**src/hdl/mms_pkg.sv**
```systemverilog
// Shared types and constants for the min-max stretch block.
`timescale 1ns / 1ps

package mms_pkg;

    // Item command codes
    localparam logic CMD_MEASURE = 1'b0;
    localparam logic CMD_CONVERT = 1'b1;

    // Output full scale and quotient length
    localparam logic [7:0] FULL_SCALE = 8'd255;
    localparam int DIV_STEPS = 8;
    localparam int STEP_WIDTH = $clog2(DIV_STEPS);

    // Controller states
    typedef enum logic [1:0] {
        ST_IDLE,
        ST_PREP,
        ST_DIV,
        ST_FIN
    } state_t;

    // Pixel source chosen at the convert transfer
    typedef enum logic [1:0] {
        SEL_ZERO,
        SEL_FULL,
        SEL_DIV
    } pix_sel_t;

    // Commands from controller to datapath
    typedef struct packed {
        logic measure;
        logic load;
        logic prep;
        logic div_step;
        logic finish;
    } dp_cmd_t;

    // Status from datapath to controller
    typedef struct packed {
        logic trivial;
    } dp_status_t;

endpackage

```
**src/hdl/mms_datapath.sv**
```systemverilog
// Datapath: running min/max, offset and span, restoring divider and rounding.
`timescale 1ns / 1ps

module mms_datapath #(
    parameter int SAMPLE_WIDTH = 32
) (
    input  logic                clk,
    input  logic                rst_n,
    input  mms_pkg::dp_cmd_t    dp_cmd,
    output mms_pkg::dp_status_t dp_status,
    input  logic [31:0]         sample,
    input  logic                first,
    output logic [7:0]          pixel
);

    localparam int W  = SAMPLE_WIDTH;
    localparam int NW = SAMPLE_WIDTH + 8;

    logic signed [W-1:0]  v;
    logic signed [W-1:0]  least_reg;
    logic signed [W-1:0]  greatest_reg;
    logic                 any_seen_reg;
    logic signed [W:0]    offs_full;
    logic signed [W:0]    span_full;
    logic [W-1:0]         offs_reg;
    logic [W-1:0]         span_reg;
    mms_pkg::pix_sel_t    sel_reg;
    mms_pkg::pix_sel_t    sel_next;
    logic [NW-1:0]        rem_reg;
    logic [NW-1:0]        div_reg;
    logic [7:0]           quo_reg;
    logic [7:0]           pixel_reg;
    logic [NW-1:0]        num;
    logic                 rem_ge;
    logic [W:0]           twice_rem;
    logic [W:0]           den;
    logic                 round_up;

    // Take the low sample bits as a signed value
    assign v = $signed(sample[W-1:0]);

    // Offset of the sample and span of the frame, one bit wider
    assign offs_full = $signed({v[W-1], v}) - $signed({least_reg[W-1], least_reg});
    assign span_full = $signed({greatest_reg[W-1], greatest_reg})
                     - $signed({least_reg[W-1], least_reg});

    // Classify the convert item
    always_comb
    begin
        if (!any_seen_reg || span_full == '0 || offs_full <= 0)
            sel_next = mms_pkg::SEL_ZERO;
        else if (offs_full >= span_full)
            sel_next = mms_pkg::SEL_FULL;
        else
            sel_next = mms_pkg::SEL_DIV;
    end

    // Update running min and max on measure transfers
    always_ff @(posedge clk or negedge rst_n)
    begin
        if (!rst_n)
        begin
            least_reg    <= '0;
            greatest_reg <= '0;
            any_seen_reg <= 1'b0;
        end
        else if (dp_cmd.measure)
        begin
            any_seen_reg <= 1'b1;
            if (first || !any_seen_reg)
            begin
                least_reg    <= v;
                greatest_reg <= v;
            end
            else
            begin
                if (v < least_reg)
                    least_reg <= v;
                if (v > greatest_reg)
                    greatest_reg <= v;
            end
        end
    end

    // Numerator offs * 255 as a shift and subtract
    assign num = {offs_reg, 8'd0} - {8'd0, offs_reg};

    // One restoring divider step compare
    assign rem_ge = (rem_reg >= div_reg);

    // Round to nearest, ties to even, from the final remainder
    assign twice_rem = {rem_reg[W-1:0], 1'b0};
    assign den       = {1'b0, span_reg};
    assign round_up  = (twice_rem > den) || ((twice_rem == den) && quo_reg[0]);

    // Hold operands, iterate the divider, register the pixel
    always_ff @(posedge clk)
    begin
        if (dp_cmd.load)
        begin
            offs_reg <= offs_full[W-1:0];
            span_reg <= span_full[W-1:0];
            sel_reg  <= sel_next;
        end
        if (dp_cmd.prep)
        begin
            rem_reg <= num;
            div_reg <= {1'b0, span_reg, 7'd0};
            quo_reg <= '0;
        end
        if (dp_cmd.div_step)
        begin
            if (rem_ge)
                rem_reg <= rem_reg - div_reg;
            quo_reg <= {quo_reg[6:0], rem_ge};
            div_reg <= {1'b0, div_reg[NW-1:1]};
        end
        if (dp_cmd.finish)
        begin
            case (sel_reg)
                mms_pkg::SEL_FULL: pixel_reg <= mms_pkg::FULL_SCALE;
                mms_pkg::SEL_DIV:  pixel_reg <= quo_reg + {7'd0, round_up};
                default:           pixel_reg <= 8'd0;
            endcase
        end
    end

    assign dp_status.trivial = (sel_reg != mms_pkg::SEL_DIV);
    assign pixel = pixel_reg;

    // Running extremes stay ordered once anything is measured
    assert property (@(posedge clk) disable iff (!rst_n)
        any_seen_reg |-> (least_reg <= greatest_reg))
        else $error("running minimum above running maximum");

endmodule

```
**src/hdl/mms_ctrl.sv**
```systemverilog
// Controller: sequences measure and convert items and drives busy and done.
`timescale 1ns / 1ps

module mms_ctrl (
    input  logic                clk,
    input  logic                rst_n,
    input  logic                start,
    input  logic                cmd,
    input  mms_pkg::dp_status_t dp_status,
    output mms_pkg::dp_cmd_t    dp_cmd,
    output logic                busy,
    output logic                done
);

    mms_pkg::state_t                 state_reg;
    mms_pkg::state_t                 state_next;
    logic [mms_pkg::STEP_WIDTH-1:0]  step_reg;
    logic [mms_pkg::STEP_WIDTH-1:0]  step_next;
    logic                            done_reg;
    logic                            done_next;

    // Hold state, step count and result strobe
    always_ff @(posedge clk or negedge rst_n)
    begin
        if (!rst_n)
        begin
            state_reg <= mms_pkg::ST_IDLE;
            step_reg  <= '0;
            done_reg  <= 1'b0;
        end
        else
        begin
            state_reg <= state_next;
            step_reg  <= step_next;
            done_reg  <= done_next;
        end
    end

    // Advance the sequence and issue datapath commands
    always_comb
    begin
        state_next      = state_reg;
        step_next       = step_reg;
        done_next       = 1'b0;
        dp_cmd          = '0;
        unique case (state_reg)
            mms_pkg::ST_IDLE:
            begin
                if (start)
                begin
                    if (cmd == mms_pkg::CMD_MEASURE)
                        dp_cmd.measure = 1'b1;
                    else
                    begin
                        dp_cmd.load = 1'b1;
                        state_next  = mms_pkg::ST_PREP;
                    end
                end
            end
            mms_pkg::ST_PREP:
            begin
                dp_cmd.prep = 1'b1;
                step_next   = '0;
                if (dp_status.trivial)
                    state_next = mms_pkg::ST_FIN;
                else
                    state_next = mms_pkg::ST_DIV;
            end
            mms_pkg::ST_DIV:
            begin
                dp_cmd.div_step = 1'b1;
                if (step_reg == mms_pkg::STEP_WIDTH'(mms_pkg::DIV_STEPS - 1))
                    state_next = mms_pkg::ST_FIN;
                else
                    step_next = step_reg + 1'b1;
            end
            mms_pkg::ST_FIN:
            begin
                dp_cmd.finish = 1'b1;
                done_next     = 1'b1;
                state_next    = mms_pkg::ST_IDLE;
            end
            default:
                state_next = mms_pkg::ST_IDLE;
        endcase
    end

    assign busy = (state_reg != mms_pkg::ST_IDLE);
    assign done = done_reg;

    // Result strobe follows in the cycle after the rounding step
    assert property (@(posedge clk) disable iff (!rst_n)
        (state_reg == mms_pkg::ST_FIN) |=> done_reg)
        else $error("no result strobe after rounding step");

    // Strobe only appears once the sequence is back at rest
    assert property (@(posedge clk) disable iff (!rst_n)
        done_reg |-> (state_reg == mms_pkg::ST_IDLE))
        else $error("result strobe while still busy");

    // Divider step count stays within the quotient length
    assert property (@(posedge clk) disable iff (!rst_n)
        (state_reg == mms_pkg::ST_DIV) |-> (step_reg < mms_pkg::DIV_STEPS))
        else $error("divider step count overrun");

    // A measure command never starts a convert sequence
    assert property (@(posedge clk) disable iff (!rst_n)
        dp_cmd.measure |=> (state_reg == mms_pkg::ST_IDLE))
        else $error("measure item left the controller busy");

endmodule

```
**src/hdl/minmax_stretch_to_8bit.sv**
```systemverilog
// Top level of the min-max stretch to 8-bit pixel block.
`timescale 1ns / 1ps

// A transfer takes place when start is high and busy is low. Measure items
// (cmd = 0) fold the sample into the running minimum and maximum at the
// transfer itself, give no result and leave busy low, so one can follow in
// every cycle. Convert items (cmd = 1) raise busy while the block forms the
// numerator, runs eight steps of the restoring divider that yields one
// quotient bit a cycle and rounds; the pixel then appears with done high for
// exactly one cycle, which is also the first cycle a new item can transfer.
// A convert item with a flat frame, nothing measured, or a sample at or
// beyond either extreme skips the divider. The receiver cannot stall: pixel
// is valid only in the cycle that done is high.
module minmax_stretch_to_8bit #(
    parameter int SAMPLE_WIDTH = 32
) (
    input  logic        clk,
    input  logic        rst_n,
    input  logic        start,
    output logic        busy,
    input  logic        cmd,
    input  logic [31:0] sample,
    input  logic        first,
    output logic        done,
    output logic [7:0]  pixel
);

    mms_pkg::dp_cmd_t    dp_cmd;
    mms_pkg::dp_status_t dp_status;

    // Sequence the items
    mms_ctrl u_ctrl (
        .clk       (clk),
        .rst_n     (rst_n),
        .start     (start),
        .cmd       (cmd),
        .dp_status (dp_status),
        .dp_cmd    (dp_cmd),
        .busy      (busy),
        .done      (done)
    );

    // Compute extremes and pixels
    mms_datapath #(
        .SAMPLE_WIDTH (SAMPLE_WIDTH)
    ) u_datapath (
        .clk       (clk),
        .rst_n     (rst_n),
        .dp_cmd    (dp_cmd),
        .dp_status (dp_status),
        .sample    (sample),
        .first     (first),
        .pixel     (pixel)
    );

endmodule

```
**config.mk**
```make
export PLATFORM = sky130hd
export DESIGN_NAME = minmax_stretch_to_8bit
export DESIGN_NICKNAME = d
export VERILOG_FILES = /design/src/hdl/mms_pkg.sv /design/src/hdl/mms_datapath.sv /design/src/hdl/mms_ctrl.sv /design/src/hdl/minmax_stretch_to_8bit.sv
export SDC_FILE = /design/constraint.sdc
export NUM_CORES = 1
export LEC_CHECK = 0
export BUFFER_PORTS_ARGS = -buffer_cell sky130_fd_sc_hd__buf_2
export CAP_MARGIN = 30
export CELL_PAD_IN_SITES_DETAIL_PLACEMENT = 1
export CELL_PAD_IN_SITES_GLOBAL_PLACEMENT = 2
export CORE_ASPECT_RATIO = 1.75
export CORE_MARGIN = 2
export CORE_UTILIZATION = 35
export CTS_CLUSTER_SIZE = 14
export DETAILED_ROUTE_END_ITERATION = 8
export PLACE_DENSITY_LB_ADDON = 0.12
export SETUP_SLACK_MARGIN = 0.02
export SLEW_MARGIN = 10
export SYNTH_ARGS = -nofsm -noshare
export SYNTH_HDL_FRONTEND = slang
export SYNTH_SLANG_ARGS = --single-unit
```
**constraint.sdc**
```tcl
create_clock -name clk -period 5.2 [get_ports clk]
set_input_delay 1.04 -clock clk [delete_from_list [all_inputs] [get_ports clk]]
set_output_delay 1.04 -clock clk [all_outputs]
set_load 0.05 [all_outputs]
```
==> impl_metrics.py, run 1 <==
metrics = {
    "job": {
        "maxCapViolations": 0,
    },
    "yosys": {
        "syn-num-nets": 2349,
        "synth-edff-count": 121,
        "syn_area_um2": 18900,
        "syn_avg_cell_area_um2": 9.08,
        "synth_xor_area_share_pct": 5.67,
        "async_reset_ff_share_pct": 30.6,
        "synthCells": 2076,
        "ys_ff_latch": 232,
        "synth_top_family_by_area": "compound AO/OA/AOI/OAI gates",
        "yosys_warnings": 0,
        "yosysSeqAreaShare_pct": 32.9,
        "synthMuxAreaShare_pct": 5.90,
        "synth_simple_gate_area_share_pct": 13.4,
        "synth-main-ff-cell": "edfxtp_1",
        "ys_types": 89,
        "synth-adder-area-share_pct": 15.8,
        "synth_compound_area_share_pct": 20.2,
    },
    "setup_path": {
        "critPathKind": "flop to flop",
        "crit_required_ns": 5.59,
        "critPathMaxStageDelay_ns": 0.40,
        "critPathLaunchType": "flop",
        "slowest_stage": "fa_1",
        "cp_max_fo": 3,
        "path_delay_family": "compound AO/OA/AOI/OAI gates",
        "crit_buf_inv": 5,
        "cp.arrival_ns": 5.23,
        "cp-end-kind": "flop",
    },
    "global_route": {
        "grt_max_degree": 72,
        "antenna_found_initial": 0,
        "grt_pass1_wl_um": 97000,
        "track_usage_pct": 22.0,
        "grt.busiest_layer": "met2",
        "met3_usage_pct": 1.37,
        "use_met1_pct": 22.4,
        "overflow": 0,
        "grt.met2_usage_pct": 44.4,
        "grt_pass1_vias": 17300,
    },
    "placed_design": {
        "port_buffers": 46,
        "place_inst": 2832,
        "dpl.hpwl_um": 51300,
        "gp_congestion": 0.883,
    },
    "clocking": {
        "path_clk_slew_ns": 0.06,
        "clock_sinks": 232,
        "clk_latency_ns": 0.59,
        "cts_root_buf": "clkbuf_16",
        "cts-buffers-inserted": 26,
        "cts_buffer_depth": 3,
        "hold_buffers": 0,
        "tritoncts": "yes",
        "postCtsSetupBuffers": 0,
        "htreeDepth": 1,
    },
    "worst_hold_path": {
        "hold_path.class": "input port to asynchronous set/reset pin",
    },
    "floorplanning": {
        "start_util_pct": 35.4,
        "rows": 112,
        "dieArea_um2": 55800,
        "die_y_um": 311,
        "io_pins": 47,
        "die_w_um": 179,
        "coreArea_um2": 53300,
    },
    "cells_and_area": {
        "nets": 2449,
        "stdcell_count": 2880,
        "drive_gt1_share_pct": 13.5,
        "n_fill_cell": 6243,
        "antenna_cells": 0,
        "fin_util_pct": 40.1,
        "largest_register_ffs": 40,
        "syn_to_final_growth_pct": 13.3,
    },
    "detailed_routing": {
        "drt-total-wl_um": 61300,
        "drt_iter0_drc": 541,
        "num_vias": 15600,
        "routedWlPerCell_um": 21.3,
        "viasPerCell": 5.43,
        "first_pass_iters": 6,
        "ant_nets": 0,
        "drc_errors": 0,
    },
    "sta": {
        "fin_skew_ns": 0.0249,
        "period_needed_ns": 4.84,
        "setup_viol": 0,
        "clock.fmax_mhz": 207,
        "worstMarginPinSlew_ns": 0.817,
        "relSlewSlack_pct": 45.5,
        "fin_crit_sh_pct": 93.0,
        "rsz0062_at_grt": "no",
        "final-max-slew-violation-count": 0,
        "finalHoldViolCount": 0,
        "setup_tns_ns": 0,
    },
    "run_status": {
        "status": "completed",
    },
}
==> worst paths after layout <==
path / startpoint / end / slack, ns / depth (start not counted)
min: rst_n / u_datapath.greatest_reg[6]$_DFFE_PN0P_ / 0.36 / 1
max in group asynchronous: rst_n / u_datapath.least_reg[31]$_DFFE_PN0P_ / 3.85 / 2
min reg2reg: u_datapath.least_reg[19]$_DFFE_PN0P_ / u_datapath.least_reg[19]$_DFFE_PN0P_ / 0.50 / 1
max: u_datapath.greatest_reg[0]$_DFFE_PN0P_ / u_datapath.sel_reg[1]$_SDFFCE_PP0P_ / 0.36 / 25
max reg2reg: u_datapath.greatest_reg[0]$_DFFE_PN0P_ / u_datapath.sel_reg[1]$_SDFFCE_PP0P_ / 0.36 / 25
min in group clk: u_datapath.least_reg[19]$_DFFE_PN0P_ / u_datapath.least_reg[19]$_DFFE_PN0P_ / 0.50 / 1
==> cells in the mapped netlist, drive strengths merged (15+ instances only) <==
| master | instances | area, um^2 |
|---|---|---|
| dfxtp | 40 | 801 |
| and3 | 19 | 119 |
| ha | 233 | 2920 |
| and2 | 22 | 140 |
| a31oi | 15 | 124 |
| xnor2 | 82 | 718 |
| nor2b | 20 | 125 |
| nand4 | 51 | 319 |
| inv | 240 | 901 |
| or3 | 15 | 95.1 |
| edfxtp | 121 | 3630 |
| xor2 | 40 | 350 |
| a21oi | 175 | 883 |
| mux2i | 28 | 280 |
| a21o | 97 | 728 |
| mux2 | 74 | 833 |
| o21ai | 139 | 699 |
| o21bai | 20 | 150 |
| o211ai | 15 | 113 |
| nor2 | 102 | 383 |
| dfrtp | 71 | 1780 |
| nand2 | 129 | 484 |
| clkbuf | 48 | 180 |
| nor3 | 32 | 160 |
| nand2b | 23 | 144 |
| o21a | 20 | 151 |
| nand3 | 38 | 190 |
==> worst register-to-register path: cells and delay by family, from the launching register on <==
kind	cells	cell delay (ns)
AOI/OAI and AO/OA	11	2.04
and+or+nand+nor	5	0.58
buffers and inverters	5	0.58
DFF	1	0.38
adders and majority gates	3	0.91
xor gates and xnor gates	1	0.15
==> per-stage QoR <==
stage                     hold slack [ns]  setup slack [ns]  cell area, um^2
after global placement              0.489           -0.0948            20400
final                               0.363             0.365            21400
after detailed placement            0.497            -0.218            20400
after floorplan                     0.468             0.353            18900
after global routing                0.375            0.0251            21400
after CTS                           0.345             0.116            21300
==> kinds of logic after synthesis <==
kind of cell / count (synthesis)
AO/OA/AOI/OAI: 585
AND/OR/NAND/NOR: 497
buffers and inverters: 302
adder cells (fa/ha/maj): 236
flip-flops: 232
XOR/XNOR: 122
multiplexers: 102
==> layout by cell type (no fill, tap or decap), drive strengths merged, types with 82 or more instances in the layout <==
cell,synthesis,routed
edfxtp,121,121
ha,233,233
xnor2,82,82
a21oi,175,175
buf,14,134
nor2,102,102
inv,240,242
o21ai,139,139
nand2,129,129
a21o,97,97
==> final cells by class <==
type	count	area [um^2]	area share, %
Clock buffer	26	651	3.05
Clock inverter	22	258	1.21
Inverter	240	901	4.22
Multi-Input combinational cell	1542	11600	54.1
Sequential cell	232	6210	29.1
Tap cell	684	856	4.01
Timing Repair Buffer	134	927	4.34
==> metal layers <==
metal  wire, um  part of all wire (%)
met1      22800                    37
met2      34500                    56
met3        894                   1.5
met4       3080                   5.0
met5          0                     0
==> repair_timing <==
| action | CTS | global route |
|---|---|---|
| pin swaps | 0 | 1 |
| gates resized for setup | 1 | 7 |
| setup endpoints to repair | 1 | 2 |
| endpoints found under the hold margin | 0 | 0 |
Power of run 1 is left out: the tool's default activity adds up to more than one toggle a clock period on the data nets, which glitch-free logic cannot reach.
==> run 2, diff against run 1 <==
- clock period: 5.2 -> 5.6 ns (I/O delays scaled with it)
==> impl_metrics.py, run 2 (synthesis results as in run 1) <==
metrics = {
    "run_status": {
        "status": "completed",
    },
    "global_route": {
        "grt_pass1_vias": 16900,
        "grt_pass1_wl_um": 95700,
        "grt_max_degree": 67,
        "track_usage_pct": 21.7,
        "antenna_found_initial": 0,
        "overflow": 0,
    },
    "cells_and_area": {
        "drive_gt1_share_pct": 11.1,
        "n_fill_cell": 6245,
        "final_cell_mix": "inv_1 (240), ha_1 (230), a21oi_1 (172)",
        "layout_commonest_cell": "inv_1",
        "antenna_cells": 0,
        "largest_register_ffs": 40,
        "nets": 2403,
        "syn_to_final_growth_pct": 10.5,
    },
    "floorplanning": {
        "start_util_pct": 35.4,
        "coreArea_um2": 53300,
        "io_pins": 47,
        "die_y_um": 311,
        "rows": 112,
        "die_w_um": 179,
        "dieArea_um2": 55800,
    },
    "clocking": {
        "cts-buffers-inserted": 26,
        "clock_sinks": 232,
        "postCtsSetupBuffers": 0,
        "hold_buffers": 0,
        "path_clk_slew_ns": 0.06,
        "clk_latency_ns": 0.58,
        "cts-resized-gates": 0,
        "cts_buffer_depth": 3,
        "htreeDepth": 1,
        "cts_root_buf": "clkbuf_16",
        "tritoncts": "yes",
    },
    "detailed_routing": {
        "ant_nets": 0,
        "drt-total-wl_um": 61100,
        "drt_iter0_drc": 512,
        "first_pass_iters": 6,
        "viasPerCell": 5.41,
        "routedWlPerCell_um": 21.6,
        "num_vias": 15300,
        "drc_errors": 0,
    },
    "setup_path": {
        "critPathLaunchType": "flop",
        "path_depth": 25,
        "path_delay_family": "compound AO/OA/AOI/OAI gates",
        "rr_worst_depth": 25,
        "crit_start": "u_datapath.greatest_reg[0]$_DFFE_PN0P_",
        "slowest_stage": "fa_1",
        "crit_required_ns": 5.97,
        "regToRegEndpoint": "u_datapath.sel_reg[1]$_SDFFCE_PP0P_",
        "cp-end-kind": "flop",
        "critPathMaxStageDelay_ns": 0.43,
        "r2r-start": "u_datapath.greatest_reg[0]$_DFFE_PN0P_",
        "critPathKind": "flop to flop",
        "reg2reg_setup_slack_ns": 0.46,
        "crit_path_end": "u_datapath.sel_reg[1]$_SDFFCE_PP0P_",
        "cp.arrival_ns": 5.51,
        "cp_max_fo": 3,
        "crit_buf_inv": 5,
    },
    "sta": {
        "fin_skew_ns": 0.0282,
        "rsz0062_at_grt": "no",
        "finalHoldViolCount": 0,
        "fin_crit_sh_pct": 91.7,
        "relSlewSlack_pct": 33.9,
        "worstMarginPinSlew_ns": 0.981,
        "clock.fmax_mhz": 195,
        "setup_tns_ns": 0,
        "final-max-slew-violation-count": 0,
        "period_needed_ns": 5.14,
        "setup_viol": 0,
    },
    "worst_hold_path": {
        "hold_path.class": "input port to asynchronous set/reset pin",
    },
    "placed_design": {
        "port_buffers": 46,
        "dpl.hpwl_um": 50900,
        "gp_congestion": 0.856,
    },
    "job": {
        "maxCapViolations": 0,
    },
}
run 2: cell types whose count changed in the layout (fill, tap and decap cells not counted), moves of 2 or more:
cell	change
inv_6	-2
a21oi_2	-2
buf_12	-3
clkbuf_1	+5
buf_4	-43
a21oi_1	+2
clkinvlp_2	-2
bufinv_16	-3
run 2: worst min path at each step:
stage	startpoint	end	slack [ns]	depth (start not counted)
after detailed placement	u_datapath.least_reg[14]$_DFFE_PN0P_	u_datapath.least_reg[14]$_DFFE_PN0P_	0.50	1
after global routing	rst_n	u_datapath.greatest_reg[7]$_DFFE_PN0P_	0.44	1
after CTS	rst_n	u_datapath.greatest_reg[7]$_DFFE_PN0P_	0.42	1
after floorplan	u_datapath.any_seen_reg$_DFFE_PN0P_	u_datapath.any_seen_reg$_DFFE_PN0P_	0.47	1
after global placement	u_datapath.least_reg[23]$_DFFE_PN0P_	u_datapath.least_reg[23]$_DFFE_PN0P_	0.49	1
final	rst_n	u_datapath.greatest_reg[7]$_DFFE_PN0P_	0.44	1
run 2: area by class of cell:
| class | count | area [um^2] | area share, % |
|---|---|---|---|
| inverters | 240 | 901 | 4.32 |
| repair buffers | 88 | 544 | 2.61 |
| multi-input cells | 1542 | 11500 | 55.3 |
| clock inverters | 16 | 144 | 0.690 |
| clock buffers | 31 | 669 | 3.21 |
| well taps | 684 | 856 | 4.11 |
| flip-flops and latches | 232 | 6210 | 29.8 |
run 2: metal layers:
metal | track usage [%] | wire [um] | up-vias
met2 | 43.7 | 33800 | 156
li1 | - | - | 7624
met3 | 1.47 | 1010 | 88
met5 | 0 | 0 | -
met4 | 9.85 | 2970 | 0
met1 | 22.3 | 23300 | 7464
run 2: stage by stage:
| step | instance area [um^2] | worst slack [ns] | cells | hold slack [ns] | util, % |
|---|---|---|---|---|---|
| floorplan | 18900 | 0.673 | 2076 | 0.468 | - |
| global placement | 20000 | 0.174 | 2785 | 0.489 | 37.6 |
| detailed placement | 20000 | 0.0458 | 2786 | 0.496 | 37.6 |
| CTS | 20800 | 0.493 | 2833 | 0.424 | 39.1 |
| global route | 20800 | 0.0496 | 2833 | 0.442 | 39.1 |
| finish | 20800 | 0.463 | 2833 | 0.439 | 39.1 |
run 2: worst reg2reg max path, cell delays in order, from the launching register on:
cell      delay [ns]
dfrtp_1         0.38
inv_1           0.08
ha_1            0.19
inv_1           0.06
fa_1            0.43
a211oi_1        0.37
nor4_1          0.15
o311ai_0        0.39
buf_4           0.21
nand3_1         0.10
buf_4           0.17
a21o_1          0.17
a21oi_1         0.17
xnor2_1         0.21
inv_1           0.12
ha_1            0.33
a21o_1          0.18
a21o_1          0.17
a21oi_1         0.13
nor2b_1         0.07
o21ai_0         0.15
nand2b_1        0.07
a21oi_1         0.15
o21ai_0         0.10
o21ai_0         0.11
nor4b_1         0.25
Power of run 2 is left out for the same reason.
==> run 3, diff against run 2 <==
- CORE_MARGIN: 2 -> default
==> impl_metrics.py, run 3 (synthesis results as in run 1) <==
metrics = {
    "sta": {
        "rsz0062_at_grt": "no",
        "finalHoldViolCount": 0,
        "period_needed_ns": 5.17,
        "final-max-slew-violation-count": 0,
        "fin_skew_ns": 0.0180,
        "setup_tns_ns": 0,
        "final.setup.worst_slack_ns": 0.430,
        "clock.fmax_mhz": 193,
        "worstMarginPinSlew_ns": 0.970,
        "setup_viol": 0,
        "fin_crit_sh_pct": 92.3,
        "relSlewSlack_pct": 34.6,
    },
    "cells_and_area": {
        "syn_to_final_growth_pct": 11.1,
        "fin_util_pct": 39.3,
        "largest_register_ffs": 40,
        "drive_gt1_share_pct": 11.6,
        "nets": 2403,
        "final_cell_mix": "inv_1 (240), ha_1 (230), a21oi_1 (172)",
        "stdcell_count": 2835,
        "antenna_cells": 0,
        "layout_commonest_cell": "inv_1",
        "n_fill_cell": 6255,
    },
    "placed_design": {
        "place_ws_ns": -0.0840,
        "port_buffers": 46,
        "place_inst": 2785,
        "gp_congestion": 0.900,
        "dpl.hpwl_um": 50800,
    },
    "global_route": {
        "track_usage_pct": 22.8,
        "antenna_found_initial": 1,
        "grt_pass1_vias": 16900,
        "grt_max_degree": 67,
        "grt_pass1_wl_um": 95900,
        "overflow": 0,
    },
    "job": {
        "maxCapViolations": 0,
    },
    "clocking": {
        "cts-resized-gates": 0,
        "cts_buffer_depth": 3,
        "htreeDepth": 1,
        "postCtsSetupBuffers": 0,
        "clock_sinks": 232,
        "hold_buffers": 0,
        "path_clk_slew_ns": 0.06,
        "cts-buffers-inserted": 27,
        "cts_root_buf": "clkbuf_16",
        "tritoncts": "yes",
        "clk_latency_ns": 0.59,
    },
    "setup_path": {
        "cp_max_fo": 4,
        "cp-end-kind": "flop",
        "cp.arrival_ns": 5.53,
        "crit_required_ns": 5.96,
        "critPathKind": "input port to flop",
        "critPathLaunchType": "input port",
    },
    "floorplanning": {
        "dieArea_um2": 54900,
        "io_pins": 47,
        "die_w_um": 177,
        "coreArea_um2": 53300,
        "rows": 112,
        "start_util_pct": 35.4,
        "die_y_um": 309,
    },
    "worst_hold_path": {
        "hold_path.class": "input port to asynchronous set/reset pin",
    },
    "detailed_routing": {
        "num_vias": 15400,
        "ant_nets": 0,
        "drt_iter0_drc": 587,
        "drt-total-wl_um": 60900,
        "viasPerCell": 5.42,
        "routedWlPerCell_um": 21.5,
        "first_pass_iters": 4,
        "drc_errors": 0,
    },
    "run_status": {
        "status": "completed",
    },
}
[run 3: through the flow]
| stage | hold WS [ns] | area [um^2] |
|---|---|---|
| after global routing | 0.410 | 20900 |
| after detailed placement | 0.497 | 20000 |
| after floorplan | 0.468 | 18900 |
| final | 0.413 | 20900 |
| after CTS | 0.393 | 20900 |
| after global placement | 0.489 | 20000 |
[run 3: worst max-delay path: stages]
cell and delay (ns):
buf_2 0.10, inv_1 0.09, ha_1 0.20, inv_1 0.06
fa_1 0.40, a21o_1 0.20, a221oi_2 0.28, a21oi_1 0.19
o21ai_0 0.25, buf_4 0.20, nand2b_1 0.14, a31oi_1 0.13
or3_1 0.35, and2_1 0.18, ha_1 0.29, and4_1 0.19
nand4_1 0.13, nor3_1 0.21, nand3_1 0.10, nand3_1 0.10
a21oi_1 0.05, o21ai_0 0.06, o21ai_0 0.13, nor4_1 0.36
[run 3: final cells by class]
| class | instances | area [um^2] | area share [%] |
|---|---|---|---|
| clock inverter | 23 | 254 | 1.21 |
| tap | 684 | 856 | 4.09 |
| inverter | 240 | 901 | 4.30 |
| sequential | 232 | 6210 | 29.6 |
| multi-input combinational | 1542 | 11500 | 55.0 |
| clock buffer | 27 | 676 | 3.23 |
| timing repair buffer | 87 | 537 | 2.56 |
[run 3: per-layer routing]
metal	share of wire (%)	track usage (%)	routed length, um	vias up
li1	-	-	-	7614
met1	38	23.2	22900	7475
met2	55	45.2	33700	165
met3	1.7	1.77	1010	109
met4	5.4	11.7	3260	0
met5	0	0	0	-
[run 3: final timing paths]
| check | start | end | slack [ns] | cells past startpoint |
|---|---|---|---|---|
| max in group asynchronous | rst_n | u_ctrl.state_reg[0]$_DFFE_PN0P_ | 4.16 | 2 |
| hold / removal | rst_n | u_datapath.greatest_reg[25]$_DFFE_PN0P_ | 0.41 | 1 |
| min in group clk | u_datapath.least_reg[16]$_DFFE_PN0P_ | u_datapath.least_reg[16]$_DFFE_PN0P_ | 0.51 | 1 |
| setup reg to reg | u_datapath.greatest_reg[0]$_DFFE_PN0P_ | u_datapath.sel_reg[1]$_SDFFCE_PP0P_ | 0.54 | 25 |
| hold reg to reg | u_datapath.least_reg[16]$_DFFE_PN0P_ | u_datapath.least_reg[16]$_DFFE_PN0P_ | 0.51 | 1 |
| setup / recovery | sample[0] | u_datapath.sel_reg[0]$_SDFFCE_PP0P_ | 0.43 | 24 |
Power of run 3 is left out for the same reason.
